**src/hdl/ptpa_pkg.sv**
```systemverilog
package ptpa_pkg;

    localparam int SAMPLE_BITS    = 10;
    localparam int MAX_WINDOWS    = 255;
    localparam int COUNT_BITS     = $clog2(MAX_WINDOWS + 1);
    localparam int SUM_BITS       = SAMPLE_BITS + COUNT_BITS;
    localparam int MIN_BITS       = SAMPLE_BITS + 1;
    localparam int TICK_BITS      = 16;
    localparam int STEP_BITS      = $clog2(SUM_BITS);
    localparam int MODE_BITS      = 2;
    localparam int CFG_INDEX_BITS = 2;

    localparam logic [TICK_BITS-1:0]  SHORT_RESET = TICK_BITS'(10);
    localparam logic [TICK_BITS-1:0]  LONG_RESET  = TICK_BITS'(100);
    localparam logic [TICK_BITS-1:0]  TICK_MAX    = '1;
    localparam logic [MIN_BITS-1:0]   MIN_RESET   = {1'b1, {SAMPLE_BITS{1'b0}}};
    localparam logic [COUNT_BITS-1:0] MAX_COUNT   = COUNT_BITS'(MAX_WINDOWS);
    localparam logic [STEP_BITS-1:0]  LAST_STEP   = STEP_BITS'(SUM_BITS - 1);

    typedef enum logic [MODE_BITS-1:0] {
        MODE_SAMPLE = 2'd0,
        MODE_TICK   = 2'd1,
        MODE_ACK    = 2'd2
    } mode_t;

    typedef enum logic [CFG_INDEX_BITS-1:0] {
        REG_SHORT_WINDOW = 2'd0,
        REG_LONG_WINDOW  = 2'd1
    } cfg_reg_t;

    typedef enum logic [1:0] {
        ST_IDLE,
        ST_DIVIDE,
        ST_PUBLISH
    } state_t;

    typedef struct packed {
        logic accept;
        logic div_step;
        logic publish;
    } cmd_t;

    typedef struct packed {
        logic div_needed;
        logic div_last;
    } status_t;

endpackage

```
**src/hdl/peak_to_peak_amplitude_averager.sv**
```systemverilog
// latency: result registered in the cycle after item accept, unless an average is published
// average publish runs a restoring divider (one quotient bit per cycle), then a publish state
// throughput: 1 item per cycle while no publish runs and out_stall is low; a publish holds input
// input stalls while the result register is full and stalled, or while the divider or publish runs
// reset: async active-low rst_n clears all but the divider operands; windows return to 10 and 100 ticks
module peak_to_peak_amplitude_averager (
    input  logic                                clk,
    input  logic                                rst_n,
    input  logic                                in_valid,
    output logic                                in_stall,
    input  logic [ptpa_pkg::MODE_BITS-1:0]      mode,
    input  logic [ptpa_pkg::SAMPLE_BITS-1:0]    sample,
    output logic                                out_valid,
    input  logic                                out_stall,
    output logic [ptpa_pkg::SAMPLE_BITS-1:0]    level,
    output logic                                new_data,
    input  logic                                cfg_valid,
    output logic                                cfg_ready,
    input  logic [ptpa_pkg::CFG_INDEX_BITS-1:0] cfg_index,
    input  logic [ptpa_pkg::TICK_BITS-1:0]      cfg_data
);

    ptpa_pkg::cmd_t    cmd;
    ptpa_pkg::status_t status;

    assign cfg_ready = 1'b1;

    ptpa_ctrl u_ctrl (
        .clk       (clk),
        .rst_n     (rst_n),
        .in_valid  (in_valid),
        .in_stall  (in_stall),
        .out_valid (out_valid),
        .out_stall (out_stall),
        .status    (status),
        .cmd       (cmd)
    );

    ptpa_dp u_dp (
        .clk       (clk),
        .rst_n     (rst_n),
        .mode      (mode),
        .sample    (sample),
        .cfg_write (cfg_valid && cfg_ready),
        .cfg_index (cfg_index),
        .cfg_data  (cfg_data),
        .cmd       (cmd),
        .status    (status),
        .level     (level),
        .new_data  (new_data)
    );

endmodule

```
**src/hdl/ptpa_ctrl.sv**
```systemverilog
module ptpa_ctrl (
    input  logic              clk,
    input  logic              rst_n,
    input  logic              in_valid,
    output logic              in_stall,
    output logic              out_valid,
    input  logic              out_stall,
    input  ptpa_pkg::status_t status,
    output ptpa_pkg::cmd_t    cmd
);

    ptpa_pkg::state_t state_reg;
    ptpa_pkg::state_t state_next;
    logic             out_valid_reg;
    logic             out_valid_next;
    logic             slot_free;
    logic             push;

    assign slot_free = !out_valid_reg || !out_stall;
    assign out_valid = out_valid_reg;

    always_comb
    begin
        state_next = state_reg;
        case (state_reg)
            ptpa_pkg::ST_IDLE:
            begin
                if (in_valid && slot_free && status.div_needed)
                begin
                    state_next = ptpa_pkg::ST_DIVIDE;
                end
            end
            ptpa_pkg::ST_DIVIDE:
            begin
                if (status.div_last)
                begin
                    state_next = ptpa_pkg::ST_PUBLISH;
                end
            end
            ptpa_pkg::ST_PUBLISH:
            begin
                if (slot_free)
                begin
                    state_next = ptpa_pkg::ST_IDLE;
                end
            end
            default:
            begin
                state_next = ptpa_pkg::ST_IDLE;
            end
        endcase
    end

    always_comb
    begin
        in_stall     = 1'b1;
        cmd.accept   = 1'b0;
        cmd.div_step = 1'b0;
        cmd.publish  = 1'b0;
        push         = 1'b0;
        case (state_reg)
            ptpa_pkg::ST_IDLE:
            begin
                in_stall   = !slot_free;
                cmd.accept = in_valid && slot_free;
                push       = cmd.accept && !status.div_needed;
            end
            ptpa_pkg::ST_DIVIDE:
            begin
                cmd.div_step = 1'b1;
            end
            ptpa_pkg::ST_PUBLISH:
            begin
                cmd.publish = slot_free;
                push        = slot_free;
            end
            default:
            begin
                in_stall = 1'b1;
            end
        endcase
        out_valid_next = push || (out_valid_reg && out_stall);
    end

    always_ff @(posedge clk or negedge rst_n)
    begin
        if (!rst_n)
        begin
            state_reg     <= ptpa_pkg::ST_IDLE;
            out_valid_reg <= 1'b0;
        end
        else
        begin
            state_reg     <= state_next;
            out_valid_reg <= out_valid_next;
        end
    end

endmodule

```
**src/hdl/ptpa_dp.sv**
```systemverilog
module ptpa_dp (
    input  logic                                clk,
    input  logic                                rst_n,
    input  logic [ptpa_pkg::MODE_BITS-1:0]      mode,
    input  logic [ptpa_pkg::SAMPLE_BITS-1:0]    sample,
    input  logic                                cfg_write,
    input  logic [ptpa_pkg::CFG_INDEX_BITS-1:0] cfg_index,
    input  logic [ptpa_pkg::TICK_BITS-1:0]      cfg_data,
    input  ptpa_pkg::cmd_t                      cmd,
    output ptpa_pkg::status_t                   status,
    output logic [ptpa_pkg::SAMPLE_BITS-1:0]    level,
    output logic                                new_data
);

    logic [ptpa_pkg::TICK_BITS-1:0]   short_ticks_reg, short_ticks_next;
    logic [ptpa_pkg::TICK_BITS-1:0]   long_ticks_reg, long_ticks_next;
    logic [ptpa_pkg::MIN_BITS-1:0]    min_reg, min_next;
    logic [ptpa_pkg::SAMPLE_BITS-1:0] max_reg, max_next;
    logic [ptpa_pkg::SUM_BITS-1:0]    sum_reg, sum_next;
    logic [ptpa_pkg::COUNT_BITS-1:0]  count_reg, count_next;
    logic [ptpa_pkg::TICK_BITS-1:0]   short_elapsed_reg, short_elapsed_next;
    logic [ptpa_pkg::TICK_BITS-1:0]   long_elapsed_reg, long_elapsed_next;
    logic [ptpa_pkg::SAMPLE_BITS-1:0] level_reg, level_next;
    logic                             flag_reg, flag_next;
    logic [ptpa_pkg::STEP_BITS-1:0]   step_reg, step_next;

    logic [ptpa_pkg::SUM_BITS-1:0]    quot_reg, quot_next;
    logic [ptpa_pkg::COUNT_BITS-1:0]  rem_reg, rem_next;
    logic [ptpa_pkg::COUNT_BITS-1:0]  divisor_reg;

    logic [ptpa_pkg::MIN_BITS-1:0]    sample_ext;
    logic [ptpa_pkg::MIN_BITS-1:0]    samp_min;
    logic [ptpa_pkg::SAMPLE_BITS-1:0] samp_max;
    logic [ptpa_pkg::MIN_BITS-1:0]    span;
    logic [ptpa_pkg::SAMPLE_BITS-1:0] p2p;
    logic                             short_exp;
    logic                             long_exp;
    logic [ptpa_pkg::COUNT_BITS:0]    trial;
    logic [ptpa_pkg::COUNT_BITS:0]    trial_diff;
    logic                             fits;

    // min / max tracking including the current sample
    assign sample_ext = {1'b0, sample};
    assign samp_min   = (sample_ext < min_reg) ? sample_ext : min_reg;
    assign samp_max   = (sample > max_reg) ? sample : max_reg;
    assign span       = {1'b0, samp_max} - samp_min;
    assign p2p        = ({1'b0, samp_max} >= samp_min) ? span[ptpa_pkg::SAMPLE_BITS-1:0] : '0;
    assign short_exp  = short_elapsed_reg >= short_ticks_reg;
    assign long_exp   = long_elapsed_reg >= long_ticks_reg;

    assign status.div_needed = (ptpa_pkg::mode_t'(mode) == ptpa_pkg::MODE_SAMPLE)
                               && short_exp && long_exp && !flag_reg && (count_reg != '0);
    assign status.div_last   = step_reg == ptpa_pkg::LAST_STEP;

    // restoring divider, one quotient bit per step
    assign trial      = {rem_reg, quot_reg[ptpa_pkg::SUM_BITS-1]};
    assign trial_diff = trial - {1'b0, divisor_reg};
    assign fits       = trial >= {1'b0, divisor_reg};
    assign rem_next   = fits ? trial_diff[ptpa_pkg::COUNT_BITS-1:0]
                             : trial[ptpa_pkg::COUNT_BITS-1:0];
    assign quot_next  = {quot_reg[ptpa_pkg::SUM_BITS-2:0], fits};

    assign level    = level_reg;
    assign new_data = flag_reg;

    always_comb
    begin
        short_ticks_next   = short_ticks_reg;
        long_ticks_next    = long_ticks_reg;
        min_next           = min_reg;
        max_next           = max_reg;
        sum_next           = sum_reg;
        count_next         = count_reg;
        short_elapsed_next = short_elapsed_reg;
        long_elapsed_next  = long_elapsed_reg;
        level_next         = level_reg;
        flag_next          = flag_reg;
        step_next          = step_reg;

        if (cfg_write)
        begin
            case (ptpa_pkg::cfg_reg_t'(cfg_index))
                ptpa_pkg::REG_SHORT_WINDOW: short_ticks_next = cfg_data;
                ptpa_pkg::REG_LONG_WINDOW:  long_ticks_next  = cfg_data;
                default:                    short_ticks_next = short_ticks_reg;
            endcase
        end

        if (cmd.accept)
        begin
            step_next = '0;
            case (ptpa_pkg::mode_t'(mode))
                ptpa_pkg::MODE_SAMPLE:
                begin
                    if (!short_exp)
                    begin
                        min_next = samp_min;
                        max_next = samp_max;
                    end
                    else
                    begin
                        short_elapsed_next = '0;
                        max_next           = '0;
                        min_next           = ptpa_pkg::MIN_RESET;
                        if (long_exp)
                        begin
                            long_elapsed_next = '0;
                            sum_next          = '0;
                            count_next        = '0;
                        end
                        else if (count_reg < ptpa_pkg::MAX_COUNT)
                        begin
                            sum_next   = sum_reg + ptpa_pkg::SUM_BITS'(p2p);
                            count_next = count_reg + ptpa_pkg::COUNT_BITS'(1);
                        end
                    end
                end
                ptpa_pkg::MODE_TICK:
                begin
                    if (short_elapsed_reg != ptpa_pkg::TICK_MAX)
                    begin
                        short_elapsed_next = short_elapsed_reg + ptpa_pkg::TICK_BITS'(1);
                    end
                    if (long_elapsed_reg != ptpa_pkg::TICK_MAX)
                    begin
                        long_elapsed_next = long_elapsed_reg + ptpa_pkg::TICK_BITS'(1);
                    end
                end
                ptpa_pkg::MODE_ACK:
                begin
                    flag_next = 1'b0;
                end
                default:
                begin
                    flag_next = flag_reg;
                end
            endcase
        end

        if (cmd.div_step)
        begin
            step_next = step_reg + ptpa_pkg::STEP_BITS'(1);
        end

        if (cmd.publish)
        begin
            level_next = quot_reg[ptpa_pkg::SAMPLE_BITS-1:0];
            flag_next  = 1'b1;
        end
    end

    always_ff @(posedge clk or negedge rst_n)
    begin
        if (!rst_n)
        begin
            short_ticks_reg   <= ptpa_pkg::SHORT_RESET;
            long_ticks_reg    <= ptpa_pkg::LONG_RESET;
            min_reg           <= ptpa_pkg::MIN_RESET;
            max_reg           <= '0;
            sum_reg           <= '0;
            count_reg         <= '0;
            short_elapsed_reg <= '0;
            long_elapsed_reg  <= '0;
            level_reg         <= '0;
            flag_reg          <= 1'b0;
            step_reg          <= '0;
        end
        else
        begin
            short_ticks_reg   <= short_ticks_next;
            long_ticks_reg    <= long_ticks_next;
            min_reg           <= min_next;
            max_reg           <= max_next;
            sum_reg           <= sum_next;
            count_reg         <= count_next;
            short_elapsed_reg <= short_elapsed_next;
            long_elapsed_reg  <= long_elapsed_next;
            level_reg         <= level_next;
            flag_reg          <= flag_next;
            step_reg          <= step_next;
        end
    end

    // divider operands, loaded with the sum and count before they clear
    always_ff @(posedge clk)
    begin
        if (cmd.accept)
        begin
            quot_reg    <= sum_reg;
            rem_reg     <= '0;
            divisor_reg <= count_reg;
        end
        else if (cmd.div_step)
        begin
            quot_reg <= quot_next;
            rem_reg  <= rem_next;
        end
    end

endmodule

```
**config.mk**
```make
export PLATFORM = sky130hd
export DESIGN_NAME = peak_to_peak_amplitude_averager
export DESIGN_NICKNAME = d
export VERILOG_FILES = /design/src/hdl/ptpa_pkg.sv /design/src/hdl/peak_to_peak_amplitude_averager.sv /design/src/hdl/ptpa_ctrl.sv /design/src/hdl/ptpa_dp.sv
export SDC_FILE = /design/constraint.sdc
export NUM_CORES = 1
export LEC_CHECK = 0
export ABC_AREA = 1
export BUFFER_PORTS_ARGS = -buffer_cell sky130_fd_sc_hd__buf_2
export CORE_UTILIZATION = 60
export DETAILED_ROUTE_END_ITERATION = 6
export PLACE_DENSITY = 0.78
export SLEW_MARGIN = 5
export SYNTH_ARGS = -nofsm -noshare
export SYNTH_HDL_FRONTEND = slang
export SYNTH_SLANG_ARGS = --single-unit
```
**constraint.sdc**
```tcl
create_clock -name clk -period 6.1 [get_ports clk]
set_input_delay 1.525 -clock clk [delete_from_list [all_inputs] [get_ports clk]]
set_output_delay 1.525 -clock clk [all_outputs]
set_load 0.05 [all_outputs]
```
==> results.tsv, run 1 <==
metric	value	unit
irDropWorstVdd	423	uV
area_growth	8.90	%
tightest_slew	1.06	ns
avgSynthCellArea	8.01	um^2
synthCells	1301	
postCtsSetupBuffers	0	
synthTopCellsByArea	dfrtp_1 30%, nand2_1 10%, ha_1 10%	
maxCapViolations	0	
hold_violations	0	
die-area	17900	um^2
drtIter0Drc	487	
synth_top_family_by_area	simple AND/OR/NAND/NOR gates	
htree_levels	4	
synth_fp_nets	1423	
endpoint_kind	flip-flop	
yosysMostFrequentCell	nand2_1	
synthDominantCellAreaShare	29.8	%
critical-path-top-delay-family	simple AND/OR/NAND/NOR gates	
power_leakage	0.00552	uW
synthTopCellsByCount	281 x nand2_1, 164 x inv_1, 141 x o21ai_0, 124 x dfrtp_1, 84 x ha_1	
slew_headroom	28.8	%
routed_wirelength	22200	um
synth_fa_ha_area_share	10.7	%
yosys.area_share.xor_xnor	3.87	%
min_period	5.59	ns
setup_tns	0	ns
start_util	62.2	%
r2r_slack	1.32	ns
dp_hpwl	15900	um
yosysSeqAreaShare	40.3	%
drc	0	
fmax	0.179	GHz
globalRouteOverflowTotal	0	
crit_arrival	5.89	ns
yosys_register_bits	164	
ys_warn_count	0	
clk_pin_slew	0.07	ns
core_region_area	16800	um^2
slew_violations	0	
cp_data_required_time	6.41	ns
hold_class	reg2reg	
synth-compound-area-share	12.5	%
place.gp.congestion	0.897	
cts_buffer_depth	2	
synth_ff_type	dfrtp_1	
vias	8533	
p_total	5680	uW
drive_gt1_share	13.1	%
slowest_delay	0.41	ns
skew	0.00763	ns
fin_crit_sh	91.6	%
power.density	500	nW/um^2
postCtsHoldBufs	0	
async_flop_share	79.3	%
cts_tree	yes	
fp-row-count	47	
cp-start-kind	input pin	
insertion_delay	0.44	ns
ant_nets	0	
crit_slowest_cell	fa_1	
yosys.area_share.simple	23.4	%
antenna_cells	0	
synthMuxAreaShare	0.972	%
grtUsageTotal	26.6	%
final_core_util	67.7	%
crit_type	in2reg	
grt_pass1_vias	8139	
antenna_found_initial	0	
io_buffers	47	
synth_edf_count	26	
die_h	134	um
run_status	finished, final reports clean	
rsz0062_at_grt	false	
vias_per_cell	5.45	
grt_pass1_wl	38000	um
num_io_pins	49	
whs	0.480	ns
crit_fanout	7	
die_w	134	um
cts_root_buf	clkbuf_16	
path_buf_inv	5	
synth.largest_area_cell	dfrtp_1	
detail_route.wl_per_cell	14.2	um
synth.distinct_cells	63	
path_common_cell	nand2_1	
drtPass1Iterations	5	
syn_area	10400	um^2
grt_max_degree	78	
setup_viol	0	
cts-resized-gates	0	
numClockSinks	164	
numCtsBuffers	17	
nets	1456	
layout make-up:
cell class / count / area, um^2
fillers: 1389 / 5410
clock buffers: 18 / 439
flip-flops and latches: 164 / 4200
multi-input cells: 923 / 5360
repair buffers: 52 / 279
well taps: 220 / 275
clock inverters: 14 / 129
inverters: 176 / 663
routing by layer:
metal | up-vias | wire [um] | global-route usage (%)
met5 | - | 0 | 0
met4 | 0 | 471 | 9.09
met3 | 40 | 826 | 4.57
met2 | 181 | 10700 | 44.8
met1 | 3968 | 10200 | 34.5
li1 | 4344 | - | -
report_power, final:
group	internal (uW)	switching [uW]	total, uW	leakage (uW)
registers	1250	68.4	1310	0.00190
logic	1250	2060	3310	0.00335
clock network	577	474	1050	0.000269
metrics by stage:
| stage | std cells | setup WS [ns] | instance area, um^2 |
|---|---|---|---|
| finish | 1567 | 0.512 | 11300 |
| floorplan | 1301 | 0.557 | 10400 |
| global route | 1567 | 0.00419 | 11300 |
| global placement | 1535 | 0.275 | 10800 |
| detailed placement | 1535 | 0.130 | 10800 |
| CTS | 1567 | 0.583 | 11300 |
layout by cell type, fill, tap and decap left out, drive strengths merged, types with 2 or more instances in the layout:
cell type and n:
clkinv 6, inv 179, nand3 59, fa 3
or3 2, o22ai 5, nand4 21, dfxtp 8
edfxtp 26, xor2 34, mux2 9, or2 36
a211oi 2, dfstp 6, or3b 2, o21ai 165
nor2 90, nand2 296, clkinvlp 4, dfrtp 124
xnor2 12, o211ai 4, a21oi 63, buf 52
nor3 18, nor4 3, nand3b 2, clkbuf 18
ha 84
cell families (layout without fill, tap and decap cells):
kind of cell	count (synthesis)	in the layout
AOI/OAI and AO/OA	248	248
xor gates and xnor gates	46	46
adders and majority gates	87	87
buffers and inverters	214	260
DFF	164	164
muxes	9	9
other	1	1
and+or+nand+nor	532	532
final timing paths:
| check | startpoint | endpoint | cells after the start |
|---|---|---|---|
| max | sample[9] | u_dp.sum_reg[12] | 35 |
| min | u_dp.count_reg[3] | u_dp.divisor_reg[3] | 0 |
| max reg2reg | u_dp.max_reg[4] | u_dp.sum_reg[12] | 35 |
| min reg2reg | u_dp.count_reg[3] | u_dp.divisor_reg[3] | 0 |
| max in group asynchronous | rst_n | u_dp.max_reg[6] | 2 |
| min in group asynchronous | rst_n | u_dp.min_reg[2] | 1 |
Note: power is estimated with default switching activity, not from simulation.
==> run 2, diff against run 1 <==
==> constraint.sdc (replaced) <==
create_clock -name clk -period 6.1 [get_ports clk]
set_input_delay 1.83 -clock clk [delete_from_list [all_inputs] [get_ports clk]]
set_output_delay 1.83 -clock clk [all_outputs]
set_load 0.05 [all_outputs]
==> run 2 against run 1 <==
Effect of this change:
- non-clock buffer count up 16
- via count up 0.20%
- total power increased by 4.9%
- critical endpoint is now u_dp.sum_reg[13]
- clock skew rose by 0.0030 ns
- sequential cell count unchanged
- first-iteration DRC count grew 27%
- largest power group unchanged
- hold slack better by 0.0032 ns
- fmax decreased by 1.9%
- cell area rose by 1.3%
==> results.tsv, run 2 (synthesis gave the netlist of run 1 again) <==
metric	value	unit	change
run_status	finished, final reports clean		unchanged
drc	0		unchanged
grt_pass1_wl	37400	um	was 38000 um
irDropWorstVdd	453	uV	was 423 uV
power.density	518	nW/um^2	was 500 nW/um^2
fp-row-count	47		unchanged
vias	8550		was 8533
layout.cells.non_filler	1583		was 1567
dp_hpwl	16000	um	was 15900 um
rr_worst_depth	27		was 35
cts_tree	yes		unchanged
detail_route.wl_per_cell	14.0	um	was 14.2 um
power_leakage	0.00561	uW	was 0.00552 uW
fin_crit_sh	93.4	%	was 91.6%
stdcell_area	11500	um^2	was 11300 um^2
place.gp.congestion	0.874		was 0.897
min_period	5.70	ns	was 5.59 ns
nets	1472		was 1456
met3_length	814	um	was 826 um
crit-reg2reg-launch	u_dp.max_reg[4]		unchanged
insertion_delay	0.45	ns	was 0.44 ns
top_layer_used	met4		unchanged
setup_viol	0		unchanged
fmax	0.176	GHz	was 0.179 GHz
crit_fanout	7		unchanged
crit_type	in2reg		unchanged
cts_buffer_depth	2		unchanged
maxCapViolations	0		unchanged
layout_common_cells	281 x nand2_1, 164 x inv_1, 140 x o21ai_0, 124 x dfrtp_1, 84 x ha_1		was 281 x nand2_1, 164 x inv_1, 141 x o21ai_0, 124 x dfrtp_1, 84 x ha_1
antenna_cells	0		unchanged
grt_pass1_vias	8197		was 8139
cts-resized-gates	0		unchanged
postCtsSetupBuffers	0		unchanged
drtPass1Iterations	7		was 5
start_util	62.2	%	unchanged
numClockSinks	164		unchanged
die_h	134	um	unchanged
drive_gt1_share	14.2	%	was 13.1%
routed_wirelength	22100	um	was 22200 um
globalRouteOverflowTotal	0		unchanged
hold_violations	0		unchanged
wl_met1	10100	um	was 10200 um
crit_arrival	6.00	ns	was 5.89 ns
whs_endpoint	u_dp.long_ticks_reg[10]		was u_dp.divisor_reg[3]
die_w	134	um	unchanged
tightest_slew	1.04	ns	was 1.06 ns
drtIter0Drc	619		was 487
slew_headroom	30.7	%	was 28.8%
min_from	u_dp.long_ticks_reg[10]		was u_dp.count_reg[3]
cp-start-kind	input pin		unchanged
timing.rr.end	u_dp.sum_reg[13]		was u_dp.sum_reg[12]
setup_tns	0	ns	unchanged
r2r_slack	1.47	ns	was 1.32 ns
area_growth	10.3	%	was 8.90%
cts_root_buf	clkbuf_16		unchanged
ant_nets	0		unchanged
core_region_area	16800	um^2	unchanged
skew	0.0107	ns	was 0.00763 ns
dpl_cell_area	10900	um^2	was 10800 um^2
rsz0062_at_grt	false		unchanged
place_inst	1551		was 1535
dr_wl_met2	10900	um	was 10700 um
grtUsageTotal	26.2	%	was 26.6%
numCtsBuffers	17		unchanged
setup_slack	0.403	ns	was 0.512 ns
slew_violations	0		unchanged
vias_per_cell	5.40		was 5.45
pre_cts_slack	-0.0389	ns	was 0.130 ns
antenna_found_initial	0		unchanged
clk_pin_slew	0.07	ns	about the same
io_buffers	47		unchanged
min_path_cells	2		was 0
num_io_pins	49		unchanged
layout_commonest_cell	nand2_1		unchanged
die-area	17900	um^2	unchanged
htree_levels	4		unchanged
cp_data_required_time	6.40	ns	was 6.41 ns
grt_max_degree	96		was 78
endpoint_kind	flip-flop		unchanged
hold_class	reg2reg		unchanged
postCtsHoldBufs	0		unchanged
## run 2: changes by cell type in the layout (fill, tap and decap cells not counted)
cell        delta
buf_4         +16
clkinv_8       +1
clkbuf_8       -1
o21ai_1        +1
clkinv_4       +2
clkinv_2       -2
clkinvlp_4     -2
inv_8          +3
o21ai_0        -1
clkinv_1       -1
## run 2: worst max-delay path by stage
| stage | start | end | slack (ns) | depth (start not counted) |
|---|---|---|---|---|
| 2_1_floorplan | sample[9] | u_dp.sum_reg[12] | 0.25 | 35 |
| 3_3_place_gp | sample[9] | u_dp.sum_reg[12] | 0.12 | 35 |
| 3_5_place_dp | sample[9] | u_dp.sum_reg[12] | -0.04 | 35 |
| 4_1_cts | sample[9] | u_dp.sum_reg[12] | 0.41 | 35 |
| 5_1_grt | sample[5] | u_dp.sum_reg[12] | 0.001 | 36 |
| 6_report | sample[9] | u_dp.sum_reg[13] | 0.40 | 27 |
## run 2: layout make-up
class / instances / area, um^2
multi-input cells: 923 / 5360
fillers: 1392 / 5270
flip-flops and latches: 164 / 4200
inverters: 176 / 663
clock buffers: 17 / 425
repair buffers: 68 / 399
well taps: 220 / 275
clock inverters: 15 / 168
## run 2: metrics by stage
step,hold WS (ns),power [uW],util (%)
after global placement,0.467,4790,65.0
final,0.483,5950,68.6
after CTS,0.486,5940,68.6
after global routing,0.499,6460,68.6
after floorplan,0.447,3960,-
after detailed placement,0.473,4820,65.0
## run 2: worst max-delay path, cell delays in order
cell and delay, ns:
buf_2 0.11, ha_1 0.29, nand2_1 0.08, nor2_2 0.22, nand3_1 0.12, nand3_2 0.11, nand2_2 0.10, o21ai_0 0.23
inv_1 0.08, ha_1 0.23, fa_1 0.38, o21ai_0 0.28, nand2_2 0.12, nor2_4 0.11, nand2_1 0.07, a21oi_1 0.13
nor2_1 0.07, ha_1 0.32, a21oi_1 0.24, nor2_1 0.07, a21oi_1 0.12, nand3_1 0.11, and3_1 0.21, xor2_1 0.15
nor2_1 0.06, nand2_1 0.10, o21ai_0 0.08
## run 2: layer usage
metal	GRT usage, %	up-vias
met5	0	-
met2	45.3	154
met4	8.02	0
met1	33.6	3999
met3	4.54	30
li1	-	4367
## run 2: report_power, final
part	switching (uW)	leakage, uW	total (uW)	internal, uW
Clock	502	0.000285	1080	582
Sequential	69.5	0.00190	1310	1240
Combinational	2100	0.00342	3560	1460
==> run 3, diff against run 2 <==
--- a/config.mk
+++ b/config.mk
@@ -10,6 +10,7 @@
 export CORE_UTILIZATION = 60
 export DETAILED_ROUTE_END_ITERATION = 6
 export PLACE_DENSITY = 0.78
+export RECOVER_POWER = 100
 export SLEW_MARGIN = 5
 export SYNTH_ARGS = -nofsm -noshare
 export SYNTH_HDL_FRONTEND = slang
==> run 3 against run 2 <==
Effect of this change:
- the flow now finishes with violations (max-capacitance violations, max-slew violations)
- fmax decreased by 0.78%
- largest cell class unchanged
- combinational power about the same
- hold slack about the same
- utilization decreased by 0.37 points
- critical path type unchanged
- register-to-register slack got worse by 0.05 ns
- cell area decreased by 0.54%
==> results.tsv, run 3 (synthesis gave the netlist of run 1 again) <==
metric	value	unit	change
min_period	5.74	ns	was 5.70 ns
setup_tns	0	ns	unchanged
dp_hpwl	16000	um	unchanged
vias_per_cell	5.42		was 5.40
htree_levels	4		unchanged
p_sw_share	44.8	%	was 44.9%
grtUsageTotal	26.2	%	unchanged
setup_viol	0		unchanged
cp-startpoint	sample[9]		unchanged
die_w	134	um	unchanged
slew_headroom	-58.1	%	was 30.7%
regArea	4200	um^2	unchanged
min_from	u_dp.long_ticks_reg[10]		unchanged
pre_cts_slack	-0.0389	ns	unchanged
die_h	134	um	unchanged
power_leakage	0.00554	uW	was 0.00561 uW
rsz0062_at_grt	false		unchanged
clockPowerShare	18.3	%	was 18.2%
maxCapViolations	4		was 0
multiInputGateArea	5330	um^2	was 5360 um^2
place.gp.congestion	0.874		unchanged
detail_route.wl_per_cell	14.0	um	about the same
layout_commonest_cell	nand2_1		unchanged
crit-reg2reg-launch	u_dp.max_reg[4]		unchanged
io_buffers	47		unchanged
cts_root_buf	clkbuf_16		unchanged
p_int	3280	uW	about the same
p_total	5940	uW	was 5950 uW
fill_cells	1404		was 1392
slew_violations	207		was 0
drtPass1Iterations	6		was 7
insertion_delay	0.45	ns	about the same
fp-row-count	47		unchanged
setup_slack	0.358	ns	was 0.403 ns
cp-start-kind	input pin		unchanged
endpoint_kind	flip-flop		unchanged
hold_violations	0		unchanged
skew	0.0101	ns	was 0.0107 ns
die-area	17900	um^2	unchanged
start_util	62.2	%	unchanged
drtIter0Drc	552		was 619
combPwrFrac	59.6	%	was 59.7%
fmax	0.174	GHz	was 0.176 GHz
antenna_found_initial	0		unchanged
cp_data_required_time	6.40	ns	about the same
cts_buffer_depth	2		unchanged
area_growth	9.69	%	was 10.3%
vias	8579		was 8550
clk_pin_slew	0.07	ns	about the same
nets	1472		unchanged
grt_pass1_vias	8197		unchanged
numClockSinks	164		unchanged
tightest_slew	2.37	ns	was 1.04 ns
crit_arrival	6.05	ns	was 6.00 ns
drive_gt1_share	12.5	%	was 14.2%
run_status	finished with violations		was finished, final reports clean
ant_nets	0		unchanged
seqPwrFrac	22.1	%	about the same
p_switching	2660	uW	was 2670 uW
numCtsBuffers	17		unchanged
violations	max-capacitance violations, max-slew violations		
cts_tree	yes		unchanged
routed_wirelength	22100	um	about the same
crit_fanout	7		unchanged
num_io_pins	49		unchanged
grt_max_degree	96		unchanged
antenna_cells	0		unchanged
core_region_area	16800	um^2	unchanged
hold_class	reg2reg		unchanged
grt_pass1_wl	37400	um	unchanged
whs	0.483	ns	about the same
layout_common_cells	281 x nand2_1, 167 x inv_1, 159 x o21ai_0, 124 x dfrtp_1, 85 x nor2_1		was 281 x nand2_1, 164 x inv_1, 140 x o21ai_0, 124 x dfrtp_1, 84 x ha_1
power.density	520	nW/um^2	was 518 nW/um^2
globalRouteOverflowTotal	0		unchanged
irDropWorstVdd	452	uV	was 453 uV
fin_crit_sh	94.1	%	was 93.4%
crit_type	in2reg		unchanged
drc	0		unchanged
## run 3: path summary, 6_finish.rpt
check,depth (start not counted),endpoint,slack (ns)
worst max-delay path,27,u_dp.sum_reg[13],0.36
worst min-delay path,2,u_dp.long_ticks_reg[10],0.48
worst max register to register,27,u_dp.sum_reg[13],1.42
worst min register to register,2,u_dp.long_ticks_reg[10],0.48
max in group asynchronous,2,u_dp.step_reg[0],1.38
min in group asynchronous,1,u_dp.max_reg[4],2.06
## run 3: worst max-delay path, cell delays in order
cell      delay [ns]
clkbuf_1        0.09
ha_1            0.29
nand2_1         0.08
nor2_2          0.22
nand3_1         0.12
nand3_2         0.11
nand2_2         0.10
o21ai_0         0.23
inv_1           0.08
ha_1            0.23
fa_1            0.38
o21ai_0         0.28
nand2_2         0.09
nor2_1          0.16
nand2_1         0.09
a21oi_1         0.14
nor2_1          0.07
ha_1            0.32
a21oi_1         0.24
nor2_1          0.06
a21oi_1         0.12
nand3_1         0.11
and3_1          0.21
xor2_1          0.15
nor2_1          0.06
nand2_1         0.10
o21ai_0         0.08
## run 3: area by class of cell
type / instances / share of cell area [%]
multi-input combinational: 923 / 46.6
clock buffer: 17 / 3.72
timing repair buffer: 68 / 3.22
inverter: 176 / 5.80
clock inverter: 15 / 1.47
tap: 220 / 2.41
sequential: 164 / 36.8
## run 3: layer usage
layer  part of all wire, %  GRT usage (%)  vias to the layer above  routed length, um
met2                    49           45.3                      161              10900
met5                     0              0                        -                  0
li1                      -              -                     4368                  -
met1                    46           33.6                     4022              10100
met3                   3.5           4.54                       28                773
met4                   1.4           8.02                        0                303
## run 3: what timing repair did
item                                    4_1_cts  5_1_grt
buffers inserted                              0        0
resized for setup                             0        1
hold buffers                                  0        0
endpoints found under the setup margin        0        1
## run 3: power groups by stage
| stage | Combinational [uW] | Sequential, uW | Clock (uW) |
|---|---|---|---|
| global placement | 3460 | 1330 | 0 |
| floorplan | 2640 | 1320 | 0 |
| CTS | 3530 | 1310 | 1100 |
| finish | 3540 | 1310 | 1090 |
| detailed placement | 3490 | 1330 | 0 |
| global route | 3970 | 1330 | 1150 |
## run 3: per-stage QoR
stage,utilization [%],std cells,area (um^2)
after CTS,68.6,1583,11500
after global placement,65.0,1551,10900
after global routing,68.2,1583,11400
final,68.2,1583,11400
after floorplan,-,1301,10400
after detailed placement,65.0,1551,10900
